$ cat src/rtl/pbps_pkg.sv
// ----------------------------------------------------------------------------
// pbps_pkg
// Shared types and constants for the push-button power-switch controller.
// ----------------------------------------------------------------------------
package pbps_pkg;

  // Tick counter width (default for the top-level parameter)
  localparam int TICK_BITS_DEF = 20;

  // Configuration register width and register indexes
  localparam int CFG_W     = 20;
  localparam int CFG_IDX_W = 2;

  localparam logic [CFG_IDX_W-1:0] CFG_ON_DELAY   = 2'd0;
  localparam logic [CFG_IDX_W-1:0] CFG_IDLE_SLEEP = 2'd1;
  localparam logic [CFG_IDX_W-1:0] CFG_RESUME     = 2'd2;

  localparam logic [CFG_W-1:0] ON_DELAY_RST   = 20'd2000;
  localparam logic [CFG_W-1:0] IDLE_SLEEP_RST = 20'd20000;

  // Controller states
  typedef enum logic [3:0] {
    MODE_INIT        = 4'd0,
    MODE_STARTUP     = 4'd1,
    MODE_IDLE        = 4'd2,
    MODE_WAITSLEEP   = 4'd3,
    MODE_SLEEP       = 4'd4,
    MODE_WAITON      = 4'd5,
    MODE_WAITON_INT  = 4'd6,
    MODE_ON          = 4'd7,
    MODE_FETON       = 4'd8,
    MODE_WAITOFF     = 4'd9,
    MODE_WAITOFF_INT = 4'd10,
    MODE_WDTON       = 4'd11
  } mode_t;

  // Button events
  typedef enum logic [1:0] {
    EV_NONE    = 2'd0,
    EV_SHORT   = 2'd1,
    EV_LONG    = 2'd2,
    EV_RELEASE = 2'd3
  } event_t;

  // Tone player commands
  typedef enum logic [3:0] {
    TONE_NONE      = 4'd0,
    TONE_START     = 4'd1,
    TONE_SLEEP     = 4'd2,
    TONE_WAITON    = 4'd3,
    TONE_WAITOFF   = 4'd4,
    TONE_ON        = 4'd5,
    TONE_OFF       = 4'd6,
    TONE_SHORTBEEP = 4'd7,
    TONE_READY     = 4'd8
  } tone_t;

  // Keep-on flag commands
  typedef enum logic [1:0] {
    KEEP_NONE  = 2'd0,
    KEEP_CLEAR = 2'd1,
    KEEP_SET   = 2'd2
  } keep_t;

endpackage

$ cat src/rtl/push_button_power_switch_fsm.sv
// ----------------------------------------------------------------------------
// push_button_power_switch_fsm
// Push-button power-switch controller: one tick per transaction in, one
// result (state, switch level, one-shot commands) per transaction out.
// ----------------------------------------------------------------------------
// Each input transaction is one system tick. The block accepts one tick per
// clock cycle while the output register is free; a tick is captured in the
// input register and its result then in the output register, which drives
// out_tdata. The rate is set by the single state update per tick (next-state
// logic, two counter compares). The tick counter saturates at 2^TICK_BITS-1.
// Configuration writes take effect at once and must only be issued while no
// tick is in flight.
module push_button_power_switch_fsm
  import pbps_pkg::*;
#(
  parameter int TICK_BITS = TICK_BITS_DEF
) (
  input  logic                 clk,
  input  logic                 rst_n,
  // tick input: [1:0] button_event, [2] tone_busy, [7:3] zero
  input  logic                 in_tvalid,
  output logic                 in_tready,
  input  logic [7:0]           in_tdata,
  // result: [3:0] mode_now, [4] switch_on, [8:5] tone_cmd, [11:9] led_blink,
  //         [12] led_off, [13] sleep_request, [15:14] keep_flag_cmd
  output logic                 out_tvalid,
  input  logic                 out_tready,
  output logic [15:0]          out_tdata,
  // configuration write port
  input  logic                 cfg_we,
  input  logic [CFG_IDX_W-1:0] cfg_index,
  input  logic [CFG_W-1:0]     cfg_data
);

  localparam int CMP_W = (TICK_BITS > CFG_W) ? TICK_BITS : CFG_W;
  localparam logic [TICK_BITS-1:0] TICK_MAX = {TICK_BITS{1'b1}};

  // Configuration registers
  logic [CFG_W-1:0] on_delay_r;
  logic [CFG_W-1:0] idle_sleep_r;
  logic             resume_r;

  always_ff @(posedge clk) begin
    if (!rst_n) begin
      on_delay_r   <= ON_DELAY_RST;
      idle_sleep_r <= IDLE_SLEEP_RST;
      resume_r     <= 1'b0;
    end else if (cfg_we) begin
      case (cfg_index)
        CFG_ON_DELAY:   on_delay_r   <= cfg_data;
        CFG_IDLE_SLEEP: idle_sleep_r <= cfg_data;
        CFG_RESUME:     resume_r     <= cfg_data[0];
        default: ;
      endcase
    end
  end

  // Input register and handshake
  logic       in_valid_r;
  event_t     ev_r;
  logic       busy_r;
  logic       out_valid_r;
  logic [15:0] out_data_r;
  logic       out_free;
  logic       advance;

  assign out_free  = !out_valid_r || out_tready;
  assign advance   = in_valid_r && out_free;
  assign in_tready = !in_valid_r || out_free;

  always_ff @(posedge clk) begin
    if (!rst_n) begin
      in_valid_r <= 1'b0;
    end else if (in_tready) begin
      in_valid_r <= in_tvalid;
    end
  end

  always_ff @(posedge clk) begin
    if (in_tready && in_tvalid) begin
      ev_r   <= event_t'(in_tdata[1:0]);
      busy_r <= in_tdata[2];
    end
  end

  // Controller state
  mode_t                mode_r, mode_nxt;
  logic [TICK_BITS-1:0] ticks_r, ticks_nxt;
  logic                 switch_r, switch_nxt;

  always_ff @(posedge clk) begin
    if (!rst_n) begin
      mode_r   <= MODE_INIT;
      ticks_r  <= '0;
      switch_r <= 1'b0;
    end else if (advance) begin
      mode_r   <= mode_nxt;
      ticks_r  <= ticks_nxt;
      switch_r <= switch_nxt;
    end
  end

  // Next state and commands for the tick in the input register
  mode_t                cur;
  mode_t                nxt;
  logic [TICK_BITS-1:0] ticks_inc;
  logic [CMP_W-1:0]     ticks_cmp;
  logic                 idle_expired;
  logic                 on_expired;
  tone_t                tone;
  logic [2:0]           blink;
  logic                 ledoff;
  logic                 sleepreq;
  keep_t                keep;
  logic [15:0]          out_data_nxt;

  always_comb begin
    cur          = (mode_r == MODE_INIT && resume_r) ? MODE_WDTON : mode_r;
    ticks_inc    = (ticks_r == TICK_MAX) ? ticks_r : ticks_r + 1'b1;
    ticks_cmp    = CMP_W'(ticks_inc);
    idle_expired = ticks_cmp > CMP_W'(idle_sleep_r);
    on_expired   = ticks_cmp > CMP_W'(on_delay_r);
    nxt          = cur;
    switch_nxt   = switch_r;
    tone         = TONE_NONE;
    blink        = 3'd0;
    ledoff       = 1'b0;
    sleepreq     = 1'b0;
    keep         = KEEP_NONE;

    // transition conditions
    case (cur)
      MODE_INIT: begin
        switch_nxt = 1'b0;
        tone       = TONE_START;
        nxt        = MODE_STARTUP;
      end
      MODE_WDTON:     nxt = MODE_FETON;
      MODE_STARTUP:   if (!busy_r) nxt = MODE_IDLE;
      MODE_IDLE: begin
        if (idle_expired)          nxt = MODE_WAITSLEEP;
        else if (ev_r == EV_SHORT) nxt = MODE_WAITON;
      end
      MODE_WAITSLEEP: if (!busy_r) nxt = MODE_SLEEP;
      MODE_SLEEP:     if (ev_r == EV_SHORT) nxt = MODE_WAITON;
      MODE_WAITON: begin
        if (ev_r == EV_LONG)         nxt = MODE_ON;
        else if (ev_r == EV_RELEASE) nxt = MODE_WAITON_INT;
      end
      MODE_WAITON_INT: nxt = MODE_IDLE;
      MODE_ON: begin
        // short press wins over the on-delay timeout
        if (ev_r == EV_SHORT)  nxt = MODE_WAITOFF;
        else if (on_expired)   nxt = MODE_FETON;
      end
      MODE_FETON:     if (ev_r == EV_SHORT) nxt = MODE_WAITOFF;
      MODE_WAITOFF: begin
        if (ev_r == EV_LONG)         nxt = MODE_IDLE;
        else if (ev_r == EV_RELEASE) nxt = MODE_WAITOFF_INT;
      end
      MODE_WAITOFF_INT: nxt = MODE_ON;
      default: ;
    endcase

    mode_nxt  = cur;
    ticks_nxt = ticks_inc;

    // entry actions on a change of state
    if (nxt != cur) begin
      ticks_nxt = '0;
      mode_nxt  = nxt;
      case (nxt)
        MODE_STARTUP: switch_nxt = 1'b0;
        MODE_WAITSLEEP: begin
          ledoff = 1'b1;
          tone   = TONE_SLEEP;
        end
        MODE_SLEEP: begin
          // sleep is transient: go to Idle without Idle's entry actions
          switch_nxt = 1'b0;
          keep       = KEEP_CLEAR;
          ledoff     = 1'b1;
          sleepreq   = 1'b1;
          mode_nxt   = MODE_IDLE;
        end
        MODE_WAITON: begin
          tone  = TONE_WAITON;
          blink = 3'd2;
        end
        MODE_WAITON_INT, MODE_WAITOFF_INT: tone = TONE_SHORTBEEP;
        MODE_ON: begin
          if (cur != MODE_WAITOFF_INT) tone = TONE_ON;
          blink = 3'd4;
        end
        MODE_FETON: begin
          if (!busy_r && cur != MODE_WDTON) tone = TONE_READY;
          blink      = 3'd5;
          switch_nxt = 1'b1;
          keep       = KEEP_SET;
        end
        MODE_WAITOFF: begin
          blink = 3'd3;
          tone  = TONE_WAITOFF;
        end
        MODE_IDLE: begin
          if (cur != MODE_WAITON_INT) tone = TONE_OFF;
          blink      = 3'd1;
          switch_nxt = 1'b0;
          keep       = KEEP_CLEAR;
        end
        default: ;
      endcase
    end

    out_data_nxt = {keep, sleepreq, ledoff, blink, tone, switch_nxt, mode_nxt};
  end

  // Output register
  always_ff @(posedge clk) begin
    if (!rst_n) begin
      out_valid_r <= 1'b0;
    end else if (out_free) begin
      out_valid_r <= in_valid_r;
    end
  end

  always_ff @(posedge clk) begin
    if (advance) begin
      out_data_r <= out_data_nxt;
    end
  end

  assign out_tvalid = out_valid_r;
  assign out_tdata  = out_data_r;

endmodule

$ cat config.mk
export PLATFORM = sky130hd
export DESIGN_NAME = push_button_power_switch_fsm
export DESIGN_NICKNAME = d
export VERILOG_FILES = /design/src/rtl/pbps_pkg.sv /design/src/rtl/push_button_power_switch_fsm.sv
export SDC_FILE = /design/constraint.sdc
export NUM_CORES = 1
export LEC_CHECK = 0
export BUFFER_PORTS_ARGS = -buffer_cell sky130_fd_sc_hd__buf_2
export CORE_ASPECT_RATIO = 1.25
export CORE_MARGIN = 2
export CORE_UTILIZATION = 35
export CTS_CLUSTER_DIAMETER = 80
export CTS_CLUSTER_SIZE = 30
export DETAILED_ROUTE_END_ITERATION = 7
export GPL_TIMING_DRIVEN = 0
export SLEW_MARGIN = 10
export SYNTH_ARGS = -nofsm -noshare
export SYNTH_HDL_FRONTEND = slang
export SYNTH_SLANG_ARGS = --single-unit
$ cat constraint.sdc
create_clock -name clk -period 6.5 [get_ports clk]
set_clock_uncertainty 0.05 [all_clocks]
set_input_delay 1.3 -clock clk [delete_from_list [all_inputs] [get_ports clk]]
set_output_delay 1.3 -clock clk [all_outputs]
set_load 0.005 [all_outputs]
==> results by group, run 1 <==
Status
  • Status: completed

Detailed routing
  • Antenna-violating nets left: 0
  • Initial DRC count: around 260
  • Residual DRC: 0
  • Vias/cell: 5.38
  • Routed vias: roughly 4.9k
  • Post-Route WL: around 14,000 µm
  • DRT Pass-1 Iters: 5
  • WL/cell: 15.8 µm

Synth
  • Synth Area per Inst: 7.97 µm²
  • Post-synthesis cell type with the largest combined area: dfxtp_1
  • Synth warn: 0
  • Top cells by area, synth: dfxtp_1 26%, edfxtp_1 11%, ha_1 9.7%, nand2_1 8.9%, a21oi_1 7.1%
  • Seq/Total Area, Yosys: 36.6%
  • Distinct cells, synth: 62
  • Post-synth top area share: 25.8%
  • Post-synth EDFFs: 19
  • Syn Inst Count: approximately 660
  • Syn_nets: 739
  • Main flop type after synthesis: dfxtp_1
  • Async S/R FF share, synth: 0%
  • Synthesized area: about 5300 µm²
  • Flops & latches, synth: 87

Floorplanning
  • Num rows: 50
  • DIE AREA: 16,100 µm²
  • Die H: roughly 140 µm
  • Initial core utilization: 35.5%
  • Std-Cell Core Area: approximately 15,000 µm²
  • Ports: 53
  • DIE WIDTH: 114 µm

STA
  • Final period util: 88.9%
  • RSZ-0062 raised after global routing: no
  • Relative slew slack: 48.3%
  • Setup violators final: 0
  • Fmax: about 170 MHz
  • Setup TNS: 0 ps
  • Worst Tran Pin Value: 770 ps
  • Hold slack: roughly 400 ps
  • Hold Violations, Final: 0
  • Tmin final: 5780 ps
  • Slew Viols, Final: 0

Setup path
  • CP delay by family, top: simple AND/OR/NAND/NOR gates
  • CP Class: reg2reg
  • CP startpoint kind: flip-flop
  • Crit path cell chain: and4_1, nand4_1, nor4_2, or2_2, clkbuf_1, nor2_1, nand4_1, xnor2_1, ha_1, nand4_1, nor4_1, a21bo_2, nand3_1, o31ai_1, a22oi_1, clkbuf_1, o211ai_1, o311ai_0, a21oi_1
  • Critical path's largest stage delay: 740 ps
  • Critical path data arrival time: 5950 ps
  • CP dominant cell by count: nand4_1
  • Crit-path slowest cell: nor4_2
  • Crit end category: flip-flop
  • Worst-path maximum fanout: 10
  • CP bufs+invs: 2
  • Critical Path RT: 6670 ps

Clock tree
  • Root Driver: clkbuf_16
  • Worst skew pair latency: around 360 ps
  • Clock-pin slew on the worst setup and hold paths: 60 ps
  • Post-CTS Setup Bufs: 0
  • Max H-tree Level: 3
  • CTS Buf Count: 9
  • CTS tree: yes
  • Clock buffer depth: 2
  • Clk sinks: 87

Cells and area
  • Multi-input gate area: 3040 µm²
  • # diodes: 0
  • Layout net count: 797
  • Fillers: approximately 1.6k
  • Share of layout cells above drive strength 1: about an eighth
  • Finished Cell Area: about 6100 µm²
  • Final Util: 40.8%
  • Area growth from synthesis to layout: 14.9%
  • Register area: 1930 µm²

Power and ir drop
  • Lkg Pwr: 0.00235 µW
  • Worst IR drop on VDD: 0.143 mV
  • Pwr Density: 221 nW/µm²

Placement
  • DP HPWL: 10,900 µm
  • I/O Buffers: 47
  • Placed Area: 5750 µm²
  • Gpl congestion: 0.920

GRT
  • Total global routing overflow: 0
  • GRT Util Overall: around 18%
  • First-pass GRT wire length: 23,100 µm
  • Vias in the first global route: about 4.5k
  • Initial antenna violation count: 0
  • Largest net degree at the start of global routing: 26

Run
  • Maxcap violations: 0

Min path
  • Tightest Hold Check Type: reg2reg
## power by group
| part | total [µW] | internal, µW | switching, µW |
|---|---|---|---|
| registers | 584 | 574 | 10.3 |
| logic | 200 | 68.7 | 132 |
| clock network | 559 | 336 | 223 |
| total | 1340 | 978 | 365 |
## state kept, by name (all words and copies together), names as in the netlist
signal,count
ev_r,2
idle_sleep_r,20
out_tvalid,1
on_delay_r,20
ticks_r,20
resume_r,1
in_valid_r,1
mode_r,4
out_tdata,16
switch_r,1
busy_r,1
## layout make-up
type | instances | share of cell area [%]
buffer | 35 | 2.41
clock buffer | 10 | 3.77
clock inverter | 6 | 1.40
inverter | 48 | 2.97
multi-input combinational | 493 | 50.0
sequential | 87 | 31.8
tap | 182 | 3.75
timing repair buffer | 47 | 3.87
## cell families after synthesis
family	count (synthesis)	synth area share, %
simple gates	277	25.7
compound gates	158	19.0
flops	87	36.6
buf+inv	83	6.16
fa+ha+maj	41	9.71
xor+xnor	16	2.65
mux	1	0.189
## synthesized netlist by cell type (7+ instances only)
| master | number |
|---|---|
| xnor2_1 | 12 |
| dfxtp_1 | 68 |
| nor2b_1 | 11 |
| ha_1 | 41 |
| nand2b_1 | 7 |
| nand3_1 | 34 |
| nor3_1 | 11 |
| o21ai_0 | 13 |
| nand4_1 | 11 |
| o211ai_1 | 15 |
| nor2_1 | 28 |
| nand3b_1 | 7 |
| clkbuf_1 | 26 |
| edfxtp_1 | 19 |
| inv_1 | 48 |
| or4_1 | 7 |
| nand2_1 | 125 |
| a21oi_1 | 75 |
| a31oi_1 | 15 |
## worst reg2reg max path, cell delays in order, from the launching register on
cell	delay, ps
dfxtp_1	440
and4_1	310
nand4_1	220
nor4_2	740
or2_2	220
clkbuf_1	270
nor2_1	130
nand4_1	170
xnor2_1	160
ha_1	330
nand4_1	160
nor4_1	440
a21bo_2	270
nand3_1	200
o31ai_1	150
a22oi_1	480
clkbuf_1	420
o211ai_1	190
o311ai_0	160
a21oi_1	120
## metal layers
layer | track usage [%] | vias to the layer above | wire [µm] | part of all wire [%]
li1 | - | 2466 | - | -
met1 | 22.0 | 2280 | 6260 | 44
met2 | 32.6 | 110 | 7330 | 51
met3 | 3.16 | 25 | 468 | 3.3
met4 | 7.00 | 0 | 319 | 2.2
met5 | 0 | - | 0 | 0
## stage by stage
stage	instances	power, µW	worst slack, ps
floorplan	663	728	1560
global placement	892	795	515
detailed placement	892	795	493
CTS	908	1350	447
global route	908	1400	239
finish	908	1340	718
## final timing paths
path / cells after the start / startpoint / endpoint / slack (ps)
max: 19 / ticks_r[4]$_SDFFE_PN0P_ / mode_r[1]$_SDFFE_PN0P_ / 720
min: 2 / on_delay_r[16]$_SDFFE_PN0P_ / on_delay_r[16]$_SDFFE_PN0P_ / 400
max reg2reg: 19 / ticks_r[4]$_SDFFE_PN0P_ / mode_r[1]$_SDFFE_PN0P_ / 720
min reg2reg: 2 / on_delay_r[16]$_SDFFE_PN0P_ / on_delay_r[16]$_SDFFE_PN0P_ / 400
## cells in the final DEF, fill, tap and decap left out, drive strengths merged, types with 3 or more instances in the layout
cell type	instances
nand2	125
a21oi	77
dfxtp	68
buf	56
inv	48
ha	41
clkbuf	36
nand3	34
nor2	28
edfxtp	19
a31oi	16
o211ai	15
o21ai	13
nand4	13
xnor2	12
nor3	12
nor2b	11
or4	8
nand2b	7
nand3b	7
and2	6
nor4	6
and3	5
or2	5
o21a	4
a211o	4
xor2	4
a2bb2oi	3
a311oi	3
a22oi	3
a21o	3
clkinv	3
## what timing repair did
item / in CTS / in global routing
gates resized for setup: 0 / 1
endpoints found under the setup margin: 0 / 8
hold buffers: 0 / 0
endpoints found under the hold margin: 0 / 0
Power figures use the tool's default switching activity.
==> run 2: changes to the inputs <==
--- a/config.mk
+++ b/config.mk
@@ -9,10 +9,12 @@
 export CORE_ASPECT_RATIO = 1.25
 export CORE_MARGIN = 2
 export CORE_UTILIZATION = 35
+export CTS_BUF_LIST = sky130_fd_sc_hd__clkbuf_4 sky130_fd_sc_hd__clkbuf_8
 export CTS_CLUSTER_DIAMETER = 80
 export CTS_CLUSTER_SIZE = 30
 export DETAILED_ROUTE_END_ITERATION = 7
 export GPL_TIMING_DRIVEN = 0
+export MAX_ROUTING_LAYER = met4
 export SLEW_MARGIN = 10
 export SYNTH_ARGS = -nofsm -noshare
 export SYNTH_HDL_FRONTEND = slang
==> run 2 against run 1 <==
- flip-flop and latch count is the same
- critical path depth is the same
- routed wire length decreased by 1.5%
- clock power decreased by 36%
- cell count stayed put
- sequential power hardly changed
- core utilization is 0.95 points lower
- non-clock buffer count stayed put
- worst setup slack improved by 54 ps
- via count down 1.5%
- first-iteration DRC count up 12%
- clock-buffer cell count is 1 lower
==> results by group, run 2 (synthesized netlist as in run 1, its figures left out) <==
Min path
  • Tightest Hold Check Type: reg2reg

GRT
  • Largest net degree at the start of global routing: 26 (unchanged)
  • Vias in the first global route: 4,482 (-0.69%)
  • Total global routing overflow: 0 (unchanged)
  • GRT Util Overall: 18.6% (+0.23 points)
  • Initial antenna violation count: 0 (unchanged)
  • First-pass GRT wire length: 22,800 µm (-1.4%)

Power and ir drop
  • Share of power burned in registers: 51.0% (+7.5 points)
  • Pwr Density: 193 nW/µm² (-13%)
  • Lkg Pwr: 0.00230 µW (-2.5%)
  • Worst IR drop on VDD: 0.136 mV (-5.2%)
  • Comb pwr share: 17.6% (+2.7 points)
  • P_sw: 362 µW (-1.0%)
  • Clock power frac: 31.4% (-10 points)
  • Internal power: 782 µW (-20%)
  • Sw Share: 31.6% (+4.4 points)

Clock tree
  • Max H-tree Level: 3 (unchanged)
  • CTS resizes: 0 (unchanged)
  • CTS tree: yes
  • Clk sinks: 87 (unchanged)
  • Worst skew pair latency: 390 ps (+30 ps)
  • Clock-pin slew on the worst setup and hold paths: 100 ps (+40 ps)
  • Post-CTS Setup Bufs: 0 (unchanged)
  • CTS Buf Count: 9 (unchanged)
  • Clock buffer depth: 2 (unchanged)
  • Post-CTS Hold Fix Bufs: 0 (unchanged)
  • Root Driver: clkbuf_8

Placement
  • DP HPWL: 10,800 µm (-0.42%)
  • Gpl congestion: 0.908 (-1.3%)
  • Placed Area: 5750 µm² (about the same)
  • I/O Buffers: 47 (unchanged)

Setup path
  • Crit end category: flip-flop
  • Worst-path maximum fanout: 10 (unchanged)
  • CP startpoint kind: flip-flop
  • CP Class: reg2reg
  • Critical path data arrival time: 5910 ps (-40 ps)
  • Critical Path RT: 6690 ps (+20 ps)

Cells and area
  • Layout net count: 797 (unchanged)
  • Largest regs: idle_sleep_r x20, on_delay_r x20, ticks_r x20
  • Register area: 1930 µm² (unchanged)
  • Most common cell after layout, fill and taps aside: nand2_1
  • Multi-input gate area: 3040 µm² (unchanged)
  • # diodes: 0 (unchanged)
  • Finished Cell Area: 5930 µm² (-2.3%)
  • Fillers: 1,586 (+1.7%)
  • Share of layout cells above drive strength 1: 12.3% (+0.14 points)
  • Area growth from synthesis to layout: 12.3%
  • Most frequent cells in the layout: 125 x nand2_1, 75 x a21oi_1, 68 x dfxtp_1

Detailed routing
  • Post-Route WL: 14,200 µm (-1.5%)
  • WL/cell: 15.6 µm (-1.5%)
  • DRT Pass-1 Iters: 4 (-1)
  • Residual DRC: 0 (unchanged)
  • Routed vias: 4,810 (-1.5%)
  • Initial DRC count: 289 (+12%)
  • Vias/cell: 5.30 (-1.5%)
  • Antenna-violating nets left: 0 (unchanged)

STA
  • Setup violators final: 0 (unchanged)
  • Relative slew slack: 49.3% (+1.1 points)
  • Hold Violations, Final: 0 (unchanged)
  • Tmin final: 5730 ps (-53.5 ps)
  • Hold slack: 409 ps (+5.10 ps)
  • RSZ-0062 raised after global routing: no
  • Worst Tran Pin Value: 757 ps (-13.2 ps)
  • Final period util: 88.1% (-0.82 points)
  • Fmax: 175 MHz (+0.93%)
  • Setup TNS: 0 ps (unchanged)
  • Slew Viols, Final: 0 (unchanged)

Status
  • Status: completed

Floorplanning
  • DIE AREA: 16,100 µm² (unchanged)
  • Ports: 53 (unchanged)
  • Std-Cell Core Area: 14,900 µm² (unchanged)
  • DIE WIDTH: 114 µm (unchanged)
  • Num rows: 50 (unchanged)
  • Initial core utilization: 35.5% (unchanged)
  • Die H: 141 µm (unchanged)

Run
  • Maxcap violations: 0 (unchanged)
==> run 2: cell types whose count changed in the layout (fill, tap and decap cells not counted), sizes merged <==
cell / before / now
clkbuf: 36 / 35
clkinv: 3 / 6
clkinvlp: 1 / 0
bufinv: 2 / 0
inv: 48 / 49
==> run 2: power groups by stage <==
stage	clock (µW)	combinational (µW)	sequential, µW
2_1_floorplan	0	133	595
3_3_place_gp	0	199	597
3_5_place_dp	0	199	597
4_1_cts	365	200	584
5_1_grt	388	222	586
6_report	359	201	584
==> run 2: through the flow <==
stage / worst slack (ps) / utilization, % / power, µW / std cells
floorplan: 1560 / - / 728 / 663
global placement: 538 / 38.6 / 795 / 892
detailed placement: 539 / 38.6 / 795 / 892
CTS: 510 / 39.8 / 1150 / 908
global route: 343 / 39.8 / 1200 / 908
finish: 772 / 39.8 / 1140 / 908
==> run 2: metal layers <==
layer | routed length [µm] | track usage, % | share of wire [%] | vias to the layer above
met5 | 0 | - | 0 | -
met4 | 341 | 6.93 | 2.4 | 0
met3 | 473 | 3.12 | 3.3 | 23
met2 | 7070 | 32.3 | 50 | 105
met1 | 6280 | 21.5 | 44 | 2218
li1 | - | - | - | 2464
==> run 2: final timing paths <==
kind | slack [ps] | cells after the start | end | start
setup / recovery | 770 | 19 | out_tdata[5]$_DFFE_PP_ | ticks_r[4]$_SDFFE_PN0P_
hold / removal | 410 | 2 | idle_sleep_r[19]$_SDFFE_PN0P_ | idle_sleep_r[19]$_SDFFE_PN0P_
setup reg to reg | 770 | 19 | out_tdata[5]$_DFFE_PP_ | ticks_r[4]$_SDFFE_PN0P_
hold reg to reg | 410 | 2 | idle_sleep_r[19]$_SDFFE_PN0P_ | idle_sleep_r[19]$_SDFFE_PN0P_
==> run 2: final cells by class <==
class                   instances  share of cell area, %
clock buffers                   9                   2.09
flip-flops and latches         87                   32.6
multi-input cells             493                   51.2
well taps                     182                   3.84
repair buffers                 47                   3.97
inverters                      48                   3.04
clock inverters                 7                  0.823
plain buffers                  35                   2.47
==> run 2: worst max-delay path: stages (launching register included) <==
cell	delay [ps]
dfxtp_1	450
and4_1	300
nand4_1	240
nor4_2	720
or2_2	220
clkbuf_1	270
nor2_1	130
nand4_1	160
xnor2_1	140
ha_1	330
nand4_1	150
nor4_1	440
a21bo_2	270
nand3_1	190
o31ai_1	140
a22oi_1	490
clkbuf_1	420
nand2_1	120
a2bb2oi_1	150
o21ai_0	170
